--- config.mk ---
export PLATFORM = sky130hd
export DESIGN_NAME = line_pixel_stepper_top
export DESIGN_NICKNAME = d
export VERILOG_FILES = /design/src/hdl/lps_pkg.sv /design/src/hdl/lps_front.sv /design/src/hdl/lps_queue.sv /design/src/hdl/lps_back.sv /design/src/hdl/line_pixel_stepper_top.sv
export SDC_FILE = /design/constraint.sdc
export NUM_CORES = 1
export LEC_CHECK = 0
export BUFFER_PORTS_ARGS = -buffer_cell sky130_fd_sc_hd__buf_2
export CORE_UTILIZATION = 60
export CTS_CLUSTER_DIAMETER = 50
export DETAILED_ROUTE_END_ITERATION = 8
export HOLD_SLACK_MARGIN = 0.03
export PLACE_DENSITY = 0.79
export SKIP_CTS_REPAIR_TIMING = 1
export SLEW_MARGIN = 40
export SYNTH_ARGS = -nofsm -noshare
export SYNTH_HDL_FRONTEND = slang
export SYNTH_SLANG_ARGS = --single-unit
--- constraint.sdc ---
create_clock -name clk -period 7.8 [get_ports clk]
set_input_delay 0.78 -clock clk [delete_from_list [all_inputs] [get_ports clk]]
set_output_delay 0.78 -clock clk [all_outputs]
set_load 0.005 [all_outputs]
--- src/hdl/lps_pkg.sv ---
`timescale 1ns / 1ps
`default_nettype none
// shared constants, codes and types for the line pixel stepper
package lps_pkg;

    localparam int COORD_BITS_DEF = 8;
    localparam int Q_DEPTH        = 2;

    // request kinds carried on tuser
    localparam logic CMD_START = 1'b0;
    localparam logic CMD_STEP  = 1'b1;

    // per-axis step direction codes
    localparam logic [1:0] DIR_NONE  = 2'd0;
    localparam logic [1:0] DIR_PLUS  = 2'd1;
    localparam logic [1:0] DIR_MINUS = 2'd3;

    typedef struct packed {
        logic full;
        logic empty;
    } lps_q_stat_t;

    // queue entry: start flag, xs, ys, adx, ady, dir_x, dir_y, major, color
    function automatic int lps_entry_bits(input int cb);
        return 5 * cb + 21;
    endfunction

endpackage
`default_nettype wire

--- src/hdl/lps_front.sv ---
`timescale 1ns / 1ps
`default_nettype none
// front end: takes requests, works out deltas, directions and major length
module lps_front
    import lps_pkg::*;
#(
    parameter int COORD_BITS = COORD_BITS_DEF
) (
    input  wire logic                                      s_tvalid,
    output logic                                           s_tready,
    input  wire logic [((4*COORD_BITS+16+7)/8)*8-1:0]      s_tdata,
    input  wire logic                                      s_tuser,
    input  wire lps_q_stat_t                               q_stat,
    output logic                                           push,
    output logic [lps_entry_bits(COORD_BITS)-1:0]          push_entry
);

    localparam int CB = COORD_BITS;

    logic [CB-1:0] xs, ys, xe, ye;
    logic [15:0]   color;
    logic [CB-1:0] adx, ady, major;
    logic [1:0]    dirx, diry;
    logic          is_start;

    always_comb
    begin
        xs    = s_tdata[CB-1:0];
        ys    = s_tdata[2*CB-1:CB];
        xe    = s_tdata[3*CB-1:2*CB];
        ye    = s_tdata[4*CB-1:3*CB];
        color = s_tdata[4*CB+15:4*CB];
        is_start = (s_tuser == CMD_START);

        if (xe > xs)
        begin
            adx  = xe - xs;
            dirx = DIR_PLUS;
        end
        else if (xe < xs)
        begin
            adx  = xs - xe;
            dirx = DIR_MINUS;
        end
        else
        begin
            adx  = '0;
            dirx = DIR_NONE;
        end

        if (ye > ys)
        begin
            ady  = ye - ys;
            diry = DIR_PLUS;
        end
        else if (ye < ys)
        begin
            ady  = ys - ye;
            diry = DIR_MINUS;
        end
        else
        begin
            ady  = '0;
            diry = DIR_NONE;
        end

        major = (adx > ady) ? adx : ady;

        s_tready   = !q_stat.full;
        push       = s_tvalid && !q_stat.full;
        push_entry = {color, major, diry, dirx, ady, adx, ys, xs, is_start};
    end

endmodule
`default_nettype wire

--- src/hdl/lps_queue.sv ---
`timescale 1ns / 1ps
`default_nettype none
// short queue of classified requests between front and back
module lps_queue
    import lps_pkg::*;
#(
    parameter int COORD_BITS = COORD_BITS_DEF
) (
    input  wire logic                                  clk,
    input  wire logic                                  rst_n,
    input  wire logic                                  push,
    input  wire logic [lps_entry_bits(COORD_BITS)-1:0] push_entry,
    input  wire logic                                  pop,
    output logic [lps_entry_bits(COORD_BITS)-1:0]      pop_entry,
    output lps_q_stat_t                                q_stat
);

    localparam int EB        = lps_entry_bits(COORD_BITS);
    localparam int PTR_BITS  = (Q_DEPTH > 1) ? $clog2(Q_DEPTH) : 1;
    localparam int CNT_BITS  = $clog2(Q_DEPTH + 1);

    logic [EB-1:0]       slot_reg [Q_DEPTH];
    logic [PTR_BITS-1:0] wr_ptr_reg, wr_ptr_next;
    logic [PTR_BITS-1:0] rd_ptr_reg, rd_ptr_next;
    logic [CNT_BITS-1:0] count_reg, count_next;

    always_comb
    begin
        q_stat.full  = (count_reg == CNT_BITS'(Q_DEPTH));
        q_stat.empty = (count_reg == '0);
        pop_entry    = slot_reg[rd_ptr_reg];

        wr_ptr_next = wr_ptr_reg;
        rd_ptr_next = rd_ptr_reg;
        count_next  = count_reg;
        if (push)
        begin
            wr_ptr_next = (wr_ptr_reg == PTR_BITS'(Q_DEPTH - 1)) ? '0 : wr_ptr_reg + 1'b1;
        end
        if (pop)
        begin
            rd_ptr_next = (rd_ptr_reg == PTR_BITS'(Q_DEPTH - 1)) ? '0 : rd_ptr_reg + 1'b1;
        end
        if (push && !pop)
        begin
            count_next = count_reg + 1'b1;
        end
        else if (pop && !push)
        begin
            count_next = count_reg - 1'b1;
        end
    end

    always_ff @(posedge clk or negedge rst_n)
    begin
        if (!rst_n)
        begin
            wr_ptr_reg <= '0;
            rd_ptr_reg <= '0;
            count_reg  <= '0;
        end
        else
        begin
            wr_ptr_reg <= wr_ptr_next;
            rd_ptr_reg <= rd_ptr_next;
            count_reg  <= count_next;
        end
    end

    always_ff @(posedge clk)
    begin
        if (push)
        begin
            slot_reg[wr_ptr_reg] <= push_entry;
        end
    end

endmodule
`default_nettype wire

--- src/hdl/lps_back.sv ---
`timescale 1ns / 1ps
`default_nettype none
// back end: holds the running line, steps it and drives the pixel register
module lps_back
    import lps_pkg::*;
#(
    parameter int COORD_BITS = COORD_BITS_DEF
) (
    input  wire logic                                  clk,
    input  wire logic                                  rst_n,
    input  wire lps_q_stat_t                           q_stat,
    input  wire logic [lps_entry_bits(COORD_BITS)-1:0] pop_entry,
    output logic                                       pop,
    input  wire logic                                  out_ready,
    output logic                                       out_valid,
    output logic [COORD_BITS-1:0]                      out_x,
    output logic [COORD_BITS-1:0]                      out_y,
    output logic [15:0]                                out_color,
    output logic                                       out_last,
    output logic                                       line_active
);

    localparam int CB = COORD_BITS;

    // line state
    logic          active_reg, active_next;
    logic [CB-1:0] cur_x_reg, cur_x_next, cur_y_reg, cur_y_next;
    logic [CB:0]   err_x_reg, err_x_next, err_y_reg, err_y_next;
    logic [CB-1:0] adx_reg, adx_next, ady_reg, ady_next;
    logic [1:0]    dirx_reg, dirx_next, diry_reg, diry_next;
    logic [CB-1:0] major_reg, major_next, left_reg, left_next;
    logic [15:0]   color_reg, color_next;

    // pixel output register
    logic          ovalid_reg, ovalid_next;
    logic [CB-1:0] ox_reg, ox_next, oy_reg, oy_next;
    logic [15:0]   ocolor_reg, ocolor_next;
    logic          olast_reg, olast_next;

    // base values: fresh line from the queue or the running one
    logic          e_start, emit, last;
    logic [CB-1:0] b_x, b_y, b_adx, b_ady, b_major, b_left;
    logic [CB:0]   b_err_x, b_err_y;
    logic [1:0]    b_dirx, b_diry;
    logic [15:0]   b_color;
    logic [2*CB:0] adv_x, adv_y;

    // one Bresenham step on one axis, returns {err, pos}
    function automatic logic [2*CB:0] axis_step(
        input logic [CB-1:0] pos,
        input logic [CB:0]   err,
        input logic [CB-1:0] mag,
        input logic [1:0]    dir,
        input logic [CB-1:0] major
    );
        logic [CB:0]   sum;
        logic [CB-1:0] npos;
        logic [CB:0]   nerr;
        sum  = err + {1'b0, mag};
        npos = pos;
        nerr = sum;
        if (sum > {1'b0, major})
        begin
            nerr = sum - {1'b0, major};
            case (dir)
                DIR_PLUS:  npos = pos + 1'b1;
                DIR_MINUS: npos = pos - 1'b1;
                default:   npos = pos;
            endcase
        end
        return {nerr, npos};
    endfunction

    always_comb
    begin
        pop     = !q_stat.empty && (!ovalid_reg || out_ready);
        e_start = (pop_entry[0] == 1'b1);

        b_x     = e_start ? pop_entry[CB:1]             : cur_x_reg;
        b_y     = e_start ? pop_entry[2*CB:CB+1]        : cur_y_reg;
        b_adx   = e_start ? pop_entry[3*CB:2*CB+1]      : adx_reg;
        b_ady   = e_start ? pop_entry[4*CB:3*CB+1]      : ady_reg;
        b_dirx  = e_start ? pop_entry[4*CB+2:4*CB+1]    : dirx_reg;
        b_diry  = e_start ? pop_entry[4*CB+4:4*CB+3]    : diry_reg;
        b_major = e_start ? pop_entry[5*CB+4:4*CB+5]    : major_reg;
        b_color = e_start ? pop_entry[5*CB+20:5*CB+5]   : color_reg;
        b_left  = e_start ? pop_entry[5*CB+4:4*CB+5]    : left_reg;
        b_err_x = e_start ? {1'b0, pop_entry[3*CB:2*CB+1]} : err_x_reg;
        b_err_y = e_start ? {1'b0, pop_entry[4*CB:3*CB+1]} : err_y_reg;

        // a step request with no line running is dropped
        emit = pop && (e_start || active_reg);
        last = (b_left == '0);

        adv_x = axis_step(b_x, b_err_x, b_adx, b_dirx, b_major);
        adv_y = axis_step(b_y, b_err_y, b_ady, b_diry, b_major);

        active_next = active_reg;
        cur_x_next  = cur_x_reg;
        cur_y_next  = cur_y_reg;
        err_x_next  = err_x_reg;
        err_y_next  = err_y_reg;
        adx_next    = adx_reg;
        ady_next    = ady_reg;
        dirx_next   = dirx_reg;
        diry_next   = diry_reg;
        major_next  = major_reg;
        left_next   = left_reg;
        color_next  = color_reg;

        ovalid_next = ovalid_reg && !out_ready;
        ox_next     = ox_reg;
        oy_next     = oy_reg;
        ocolor_next = ocolor_reg;
        olast_next  = olast_reg;

        if (emit)
        begin
            ovalid_next = 1'b1;
            ox_next     = b_x;
            oy_next     = b_y;
            ocolor_next = b_color;
            olast_next  = last;

            active_next = !last;
            adx_next    = b_adx;
            ady_next    = b_ady;
            dirx_next   = b_dirx;
            diry_next   = b_diry;
            major_next  = b_major;
            color_next  = b_color;
            if (!last)
            begin
                left_next  = b_left - 1'b1;
                cur_x_next = adv_x[CB-1:0];
                err_x_next = adv_x[2*CB:CB];
                cur_y_next = adv_y[CB-1:0];
                err_y_next = adv_y[2*CB:CB];
            end
        end

        out_valid   = ovalid_reg;
        out_x       = ox_reg;
        out_y       = oy_reg;
        out_color   = ocolor_reg;
        out_last    = olast_reg;
        line_active = active_reg;
    end

    always_ff @(posedge clk or negedge rst_n)
    begin
        if (!rst_n)
        begin
            active_reg <= 1'b0;
            ovalid_reg <= 1'b0;
        end
        else
        begin
            active_reg <= active_next;
            ovalid_reg <= ovalid_next;
        end
    end

    always_ff @(posedge clk)
    begin
        cur_x_reg  <= cur_x_next;
        cur_y_reg  <= cur_y_next;
        err_x_reg  <= err_x_next;
        err_y_reg  <= err_y_next;
        adx_reg    <= adx_next;
        ady_reg    <= ady_next;
        dirx_reg   <= dirx_next;
        diry_reg   <= diry_next;
        major_reg  <= major_next;
        left_reg   <= left_next;
        color_reg  <= color_next;
        ox_reg     <= ox_next;
        oy_reg     <= oy_next;
        ocolor_reg <= ocolor_next;
        olast_reg  <= olast_next;
    end

endmodule
`default_nettype wire

--- src/hdl/line_pixel_stepper_top.sv ---
`timescale 1ns / 1ps
`default_nettype none
// top level of the line pixel stepper: front, request queue and back
//
//   channel  dir  handshake             tdata / tuser
//   s_*      in   s_tvalid / s_tready   x_start, y_start, x_end, y_end, line_color / cmd
//   m_*      out  m_tvalid / m_tready   pixel_x, pixel_y, pixel_color / tlast = last_pixel
//
// one request per cycle sustained while m_tready is high, one pixel per cycle out; a request is
// written into the queue at the taking edge, and the back end pops it into the output register for
// m_* and advances the running line with the add-compare step per axis.
// reset clears the queue, the line-active flag and the output valid; no sweep.
// a stalled m_tready holds the pixel register; the queue then fills and s_tready drops.
module line_pixel_stepper_top
    import lps_pkg::*;
#(
    parameter int COORD_BITS = COORD_BITS_DEF
) (
    input  wire logic                                  clk,
    input  wire logic                                  rst_n,
    input  wire logic                                  s_tvalid,
    output logic                                       s_tready,
    // x_start, y_start, x_end, y_end, line_color, zero pad
    input  wire logic [((4*COORD_BITS+16+7)/8)*8-1:0]  s_tdata,
    // cmd
    input  wire logic                                  s_tuser,
    output logic                                       m_tvalid,
    input  wire logic                                  m_tready,
    // pixel_x, pixel_y, pixel_color, zero pad
    output logic [((2*COORD_BITS+16+7)/8)*8-1:0]       m_tdata,
    output logic                                       m_tlast
);

    localparam int EB    = lps_entry_bits(COORD_BITS);
    localparam int OUT_W = ((2 * COORD_BITS + 16 + 7) / 8) * 8;

    lps_q_stat_t            q_stat;
    logic                   push, pop, line_active;
    logic [EB-1:0]          push_entry, pop_entry;
    logic [COORD_BITS-1:0]  px, py;
    logic [15:0]            pcolor;

    lps_front #(.COORD_BITS(COORD_BITS)) u_front (
        .s_tvalid   (s_tvalid),
        .s_tready   (s_tready),
        .s_tdata    (s_tdata),
        .s_tuser    (s_tuser),
        .q_stat     (q_stat),
        .push       (push),
        .push_entry (push_entry)
    );

    lps_queue #(.COORD_BITS(COORD_BITS)) u_queue (
        .clk        (clk),
        .rst_n      (rst_n),
        .push       (push),
        .push_entry (push_entry),
        .pop        (pop),
        .pop_entry  (pop_entry),
        .q_stat     (q_stat)
    );

    lps_back #(.COORD_BITS(COORD_BITS)) u_back (
        .clk         (clk),
        .rst_n       (rst_n),
        .q_stat      (q_stat),
        .pop_entry   (pop_entry),
        .pop         (pop),
        .out_ready   (m_tready),
        .out_valid   (m_tvalid),
        .out_x       (px),
        .out_y       (py),
        .out_color   (pcolor),
        .out_last    (m_tlast),
        .line_active (line_active)
    );

    assign m_tdata = OUT_W'({pcolor, py, px});

    // a shown pixel is the last one exactly when no line is left running
    a_last_vs_active: assert property (@(posedge clk) disable iff (!rst_n)
        m_tvalid |-> (m_tlast == !line_active))
        else $error("last flag disagrees with line state");

    // a taken request is in the queue at the next edge
    a_push_lands: assert property (@(posedge clk) disable iff (!rst_n)
        (s_tvalid && s_tready) |=> !q_stat.empty)
        else $error("accepted request missing from queue");

    // nothing is popped from an empty queue
    a_no_empty_pop: assert property (@(posedge clk) disable iff (!rst_n)
        q_stat.empty |-> !pop)
        else $error("pop from empty queue");

endmodule
`default_nettype wire
==> flow_summary.json, run 1 <==
{
  "outcome": "complete, but fails checks",
  "violations": "DRC",
  "place.detailed.hpwl_um": 18100,
  "drt-total-wl_um": 25700,
  "min_path_type": "input pin to async pin",
  "drt_iter0_drc": 417,
  "slowest_stage": "dfrtp_4",
  "num_io_pins": 88,
  "synth_edf_count": 225,
  "ys_seq_area_share_pct": 54.0,
  "drc": 2,
  "start_util_pct": 61.0,
  "port_buffers": 87,
  "fmax_mhz": 182,
  "avgSynthCellArea_sq_um": 12.0,
  "critPathKind": "flip-flop to flip-flop",
  "setup_viol": 0,
  "mostFrequentLayoutCells": "225 x edfxtp_1, 87 x buf_2, 84 x ha_1",
  "cts_max_level": 1,
  "nets": 1297,
  "firstDrtPassIters": 7,
  "cts.clk_slew.worst_paths_ps": 60,
  "synth_cells": 1069,
  "cts_sinks": 231,
  "synth_ff_type": "edfxtp_1",
  "drv_slew": 0,
  "maxCapViolations": 0,
  "post-route-period-util_pct": 70.6,
  "core_area_sq_mm": 0.0210,
  "clk_latency_ps": 520,
  "async_flop_share_pct": 2.60,
  "arrival_ps": 5770,
  "final_common_cell": "edfxtp_1",
  "grt_max_degree": 62,
  "cp_max_fo": 53,
  "startpoint": "u_queue.rd_ptr_reg$_DFFE_PN0P_",
  "critical_path.endpoint": "u_back.err_x_reg[1]$_DFFE_PP_",
  "gr-total-overflow": 0,
  "antenna_found_initial": 0,
  "crit_family": "multiplexers",
  "cts_max_path_buffers": 3,
  "die_x_um": 148,
  "track_usage_pct": 24.0,
  "fp.dieArea_sq_mm": 0.0219,
  "synth_area_sq_mm": 0.0128,
  "post_drt_wl_per_cell_um": 17.8,
  "cts_tree": "done",
  "rows": 53,
  "r2r-start": "u_queue.rd_ptr_reg$_DFFE_PN0P_",
  "largest_reg_flops": 122,
  "crit_required_ps": 8070,
  "cts_buffers": 26,
  "start_kind": "flip-flop",
  "drive_above_1_share_pct": 15.9,
  "nFillCells": 1498,
  "tightestPinTransition_ps": 830,
  "place.gp.congestion": 0.900,
  "setup_tns_ps": 0,
  "diodes": 0,
  "grt_pass1_wl_um": 40800,
  "root_buffer": "clkbuf_16",
  "worstReg2RegEnd": "u_back.err_x_reg[1]$_DFFE_PP_",
  "grt_pass1_vias": 8023,
  "cp.depth": 20,
  "relSlewSlack_pct": 43.8,
  "rsz0062_at_grt": "no",
  "num_vias": 8327,
  "path_cells": "mux2_4 > nand2_1 > o21a_1 > ha_1 > a21o_1 > a21oi_1 > nor2_1 > a211oi_1 > nand2_1 > o21ai_0 > xnor2_1 > inv_1 > ha_1 > nand3_1 > nor2_1 > nand2_1 > mux2i_2 > a21oi_2 > nor2_1 > mux2_1",
  "syn_nets": 1216,
  "worst-r2r-setup-slack_ps": 2300,
  "die_y_um": 148,
  "cpPeakStageDelay_ps": 800,
  "syn_to_final_growth_pct": 12.3,
  "critPathCaptureType": "flip-flop",
  "finClkSkew_ps": 13.9,
  "r2r_cells": 20,
  "worst-path-buf-inv": 1,
  "via_per_inst": 5.76,
  "min_period_ps": 5500,
  "hold_viol": 0,
  "ys_seq_elements": 231,
  "ys_warn_count": 0,
  "synth_cell_type_count": 60,
  "ant_nets": 0
}
through the flow:
step | setup WS, ps | instance area, sq um | cells | utilization (%) | hold slack, ps
global route | 1760 | 14400 | 1445 | 68.5 | 77.4
CTS | 2270 | 14300 | 1445 | 68.5 | 67.8
finish | 2300 | 14400 | 1445 | 68.5 | 76.8
detailed placement | 2290 | 13500 | 1397 | 64.3 | 500
global placement | 2420 | 13500 | 1397 | 64.2 | 483
floorplan | 2960 | 12800 | 1069 | - | 461
cell families after synthesis:
group / Yosys count / synth area share (%)
mux: 93 / 7.78
xor+xnor: 51 / 3.49
compound gates: 243 / 12.1
flops: 231 / 54.0
fa+ha+maj: 95 / 9.86
buf+inv: 123 / 3.90
simple gates: 233 / 8.88
Yosys cell counts, drive strengths merged (2+ instances only):
| library cell | count | area share (%) |
|---|---|---|
| o211ai | 5 | 0.29 |
| o21a | 47 | 2.8 |
| a211oi | 12 | 0.84 |
| nor3 | 8 | 0.31 |
| dfrtp | 6 | 1.2 |
| and3 | 7 | 0.34 |
| fa | 10 | 1.6 |
| o31a | 2 | 0.14 |
| xnor2 | 29 | 2.0 |
| nand4b | 5 | 0.34 |
| o311ai | 6 | 0.41 |
| a31o | 2 | 0.14 |
| or2 | 2 | 0.098 |
| o21ai | 83 | 3.3 |
| nand4 | 12 | 0.59 |
| clkbuf | 19 | 0.56 |
| and2 | 9 | 0.44 |
| a21oi | 49 | 2.0 |
| nand3 | 12 | 0.47 |
| nand3b | 6 | 0.35 |
| mux2i | 61 | 4.9 |
| inv | 83 | 2.4 |
| xor2 | 22 | 1.5 |
| o21bai | 7 | 0.41 |
| nor2b | 21 | 1.0 |
| or3 | 5 | 0.24 |
| buf | 21 | 0.91 |
| a21o | 24 | 1.4 |
| ha | 84 | 8.2 |
| edfxtp | 225 | 53 |
| nand2 | 84 | 2.5 |
| nor2 | 46 | 1.4 |
| mux2 | 32 | 2.8 |
| nand2b | 13 | 0.64 |
layer usage:
| layer | global-route usage, % | share of wire [%] |
|---|---|---|
| met5 | 0 | 0 |
| met4 | 9.38 | 3.1 |
| met3 | 2.99 | 4.7 |
| met2 | 41.3 | 49 |
| met1 | 31.0 | 43 |
worst min path at each step:
stage	from	endpoint	slack (ps)
final	rst_n	u_queue.rd_ptr_reg$_DFFE_PN0P_	80
after floorplan	u_queue.wr_ptr_reg$_DFFE_PN0P_	u_queue.wr_ptr_reg$_DFFE_PN0P_	460
after detailed placement	u_queue.count_reg[1]$_DFFE_PN0P_	u_queue.count_reg[1]$_DFFE_PN0P_	500
after CTS	rst_n	u_queue.rd_ptr_reg$_DFFE_PN0P_	70
after global placement	u_queue.count_reg[1]$_DFFE_PN0P_	u_queue.count_reg[1]$_DFFE_PN0P_	480
after global routing	rst_n	u_queue.rd_ptr_reg$_DFFE_PN0P_	80
final cells by class:
type                            instances  area (sq um)  share of cell area, %
Clock buffer                           35           746                   5.20
Clock inverter                         13           134                  0.933
Inverter                               83           314                   2.19
Multi-Input combinational cell        715          5420                   37.8
Sequential cell                       231          6910                   48.1
Tap cell                              275           344                   2.40
Timing Repair Buffer                   93           484                   3.37
Power of run 1 is not shown: default switching activity piles up to over one toggle a cycle in this logic, so the estimate is an artifact.
==> run 2: changes to the inputs <==
- clock period: 7.8 -> 5.3 ns (I/O delays scaled with it)
==> run 2 against run 1 <==
- the flow still finishes with violations (DRC)
- flip-flop and latch count unchanged
- count of clock-buffer cells in the layout is the same
- global-route usage about the same
- critical path depth rose by 2
- die area unchanged
- final area is 0.61% higher
- non-clock buffer count grew 17
- worst hold slack improved by 100 ps
- sequential share of layout area shrank 0.29 points
- via count fell by 0.16%
==> flow_summary.json, run 2 (synthesis gave the netlist of run 1 again) <==
{
  "setup_viol": 0,
  "crit_required_ps": 5570,
  "root_buffer": "clkbuf_16",
  "drv_slew": 0,
  "drt_iter0_drc": 447,
  "hold_ws_ps": 181,
  "post_drt_wl_per_cell_um": 17.4,
  "cp_max_fo": 35,
  "cts_buffers": 26,
  "syn_to_final_growth_pct": 12.9,
  "hold_viol": 0,
  "place.gp.congestion": 0.870,
  "outcome": "complete, but fails checks",
  "mostFrequentLayoutCells": "225 x edfxtp_1, 87 x buf_2, 84 x ha_1",
  "grt_max_degree": 54,
  "start_kind": "flip-flop",
  "cts.clk_slew.worst_paths_ps": 60,
  "critPathCaptureType": "flip-flop",
  "num_io_pins": 88,
  "relSlewSlack_pct": 48.4,
  "ant_nets": 0,
  "num_vias": 8314,
  "drive_above_1_share_pct": 16.6,
  "die_y_um": 148,
  "fp.dieArea_sq_mm": 0.0219,
  "via_per_inst": 5.69,
  "cts_tree": "done",
  "critPathKind": "flip-flop to flip-flop",
  "rsz0062_at_grt": "no",
  "min_path_type": "input pin to flip-flop",
  "cts_sinks": 231,
  "place.detailed.hpwl_um": 18400,
  "fmax_mhz": 203,
  "start_util_pct": 61.0,
  "firstDrtPassIters": 7,
  "arrival_ps": 5200,
  "finClkSkew_ps": 23.7,
  "cts_max_level": 1,
  "clk_latency_ps": 540,
  "diodes": 0,
  "rows": 53,
  "tightestPinTransition_ps": 766,
  "post-route-period-util_pct": 92.9,
  "maxCapViolations": 0,
  "cts_max_path_buffers": 3,
  "nets": 1314,
  "min_period_ps": 4930,
  "track_usage_pct": 24.0,
  "die_x_um": 148,
  "gr-total-overflow": 0,
  "drt-total-wl_um": 25500,
  "worst_slack_ps": 374,
  "setup_tns_ps": 0,
  "antenna_found_initial": 0,
  "drc": 2,
  "pre_cts_ws_ps": 353,
  "grt_pass1_vias": 8153,
  "final_common_cell": "edfxtp_1",
  "violations": "DRC",
  "port_buffers": 87,
  "core_area_sq_mm": 0.0210,
  "grt_pass1_wl_um": 40900,
  "largest_reg_flops": 122
}
==> run 2: changes by cell type in the layout (fill, tap and decap cells not counted), sizes merged <==
cell,change
buf,+16
bufinv,-2
inv,+2
clkinv,+2
clkinvlp,-2
dlygate4sd3,+1
==> run 2: stage by stage <==
stage | cells | instance area, sq um | utilization, %
3_3_place_gp | 1412 | 13600 | 64.8
2_1_floorplan | 1069 | 12800 | -
5_1_grt | 1462 | 14400 | 68.9
6_report | 1462 | 14400 | 68.9
4_1_cts | 1461 | 14400 | 68.8
3_5_place_dp | 1413 | 13600 | 64.9
==> run 2: layer usage <==
layer | up-vias | track usage, % | wire, um
li1 | 4110 | - | -
met1 | 3961 | 30.9 | 11100
met2 | 187 | 41.7 | 12500
met3 | 56 | 2.78 | 1070
met4 | 0 | 9.07 | 857
met5 | - | 0 | 0
==> run 2: area by class of cell <==
cell class                      instances  area, sq um
Inverter                               83          314
Timing Repair Buffer                  110          631
Sequential cell                       231         6910
Fill cell                            1531         6520
Clock inverter                         13         97.6
Clock buffer                           35          714
Multi-Input combinational cell        715         5430
Tap cell                              275          344
==> run 2: final timing paths <==
| check | from | endpoint | slack [ps] | cells past startpoint |
|---|---|---|---|---|
| worst max-delay path | u_queue.rd_ptr_reg$_DFFE_PN0P_ | u_back.err_x_reg[1]$_DFFE_PP_ | 370 | 22 |
| worst min-delay path | s_tdata[39] | u_queue.slot_reg[0][52]$_DFFE_PP_ | 180 | 1 |
| worst max register to register | u_queue.rd_ptr_reg$_DFFE_PN0P_ | u_back.err_x_reg[1]$_DFFE_PP_ | 370 | 22 |
| worst min register to register | u_queue.count_reg[1]$_DFFE_PN0P_ | u_queue.count_reg[1]$_DFFE_PN0P_ | 520 | 1 |
| max in group asynchronous | rst_n | u_queue.rd_ptr_reg$_DFFE_PN0P_ | 4740 | 2 |
| min in group asynchronous | rst_n | u_queue.rd_ptr_reg$_DFFE_PN0P_ | 390 | 2 |
==> run 2: worst max-delay path, cell delays in order (launching register included) <==
cell and delay [ps]:
dfrtp_4 620, buf_12 280, buf_4 280, mux2i_1 310
nand2_1 110, o21a_1 130, ha_1 350, nand2_1 90
nor2_1 40, a211oi_1 360, nand2_1 80, o21ai_0 110
xnor2_1 170, inv_1 60, ha_1 370, nand3_1 90
nor2_1 160, nand2_1 80, mux2i_2 240, a21oi_2 80
nor2_1 90, buf_4 180, mux2_1 330
Power of run 2 is left out for the same reason.
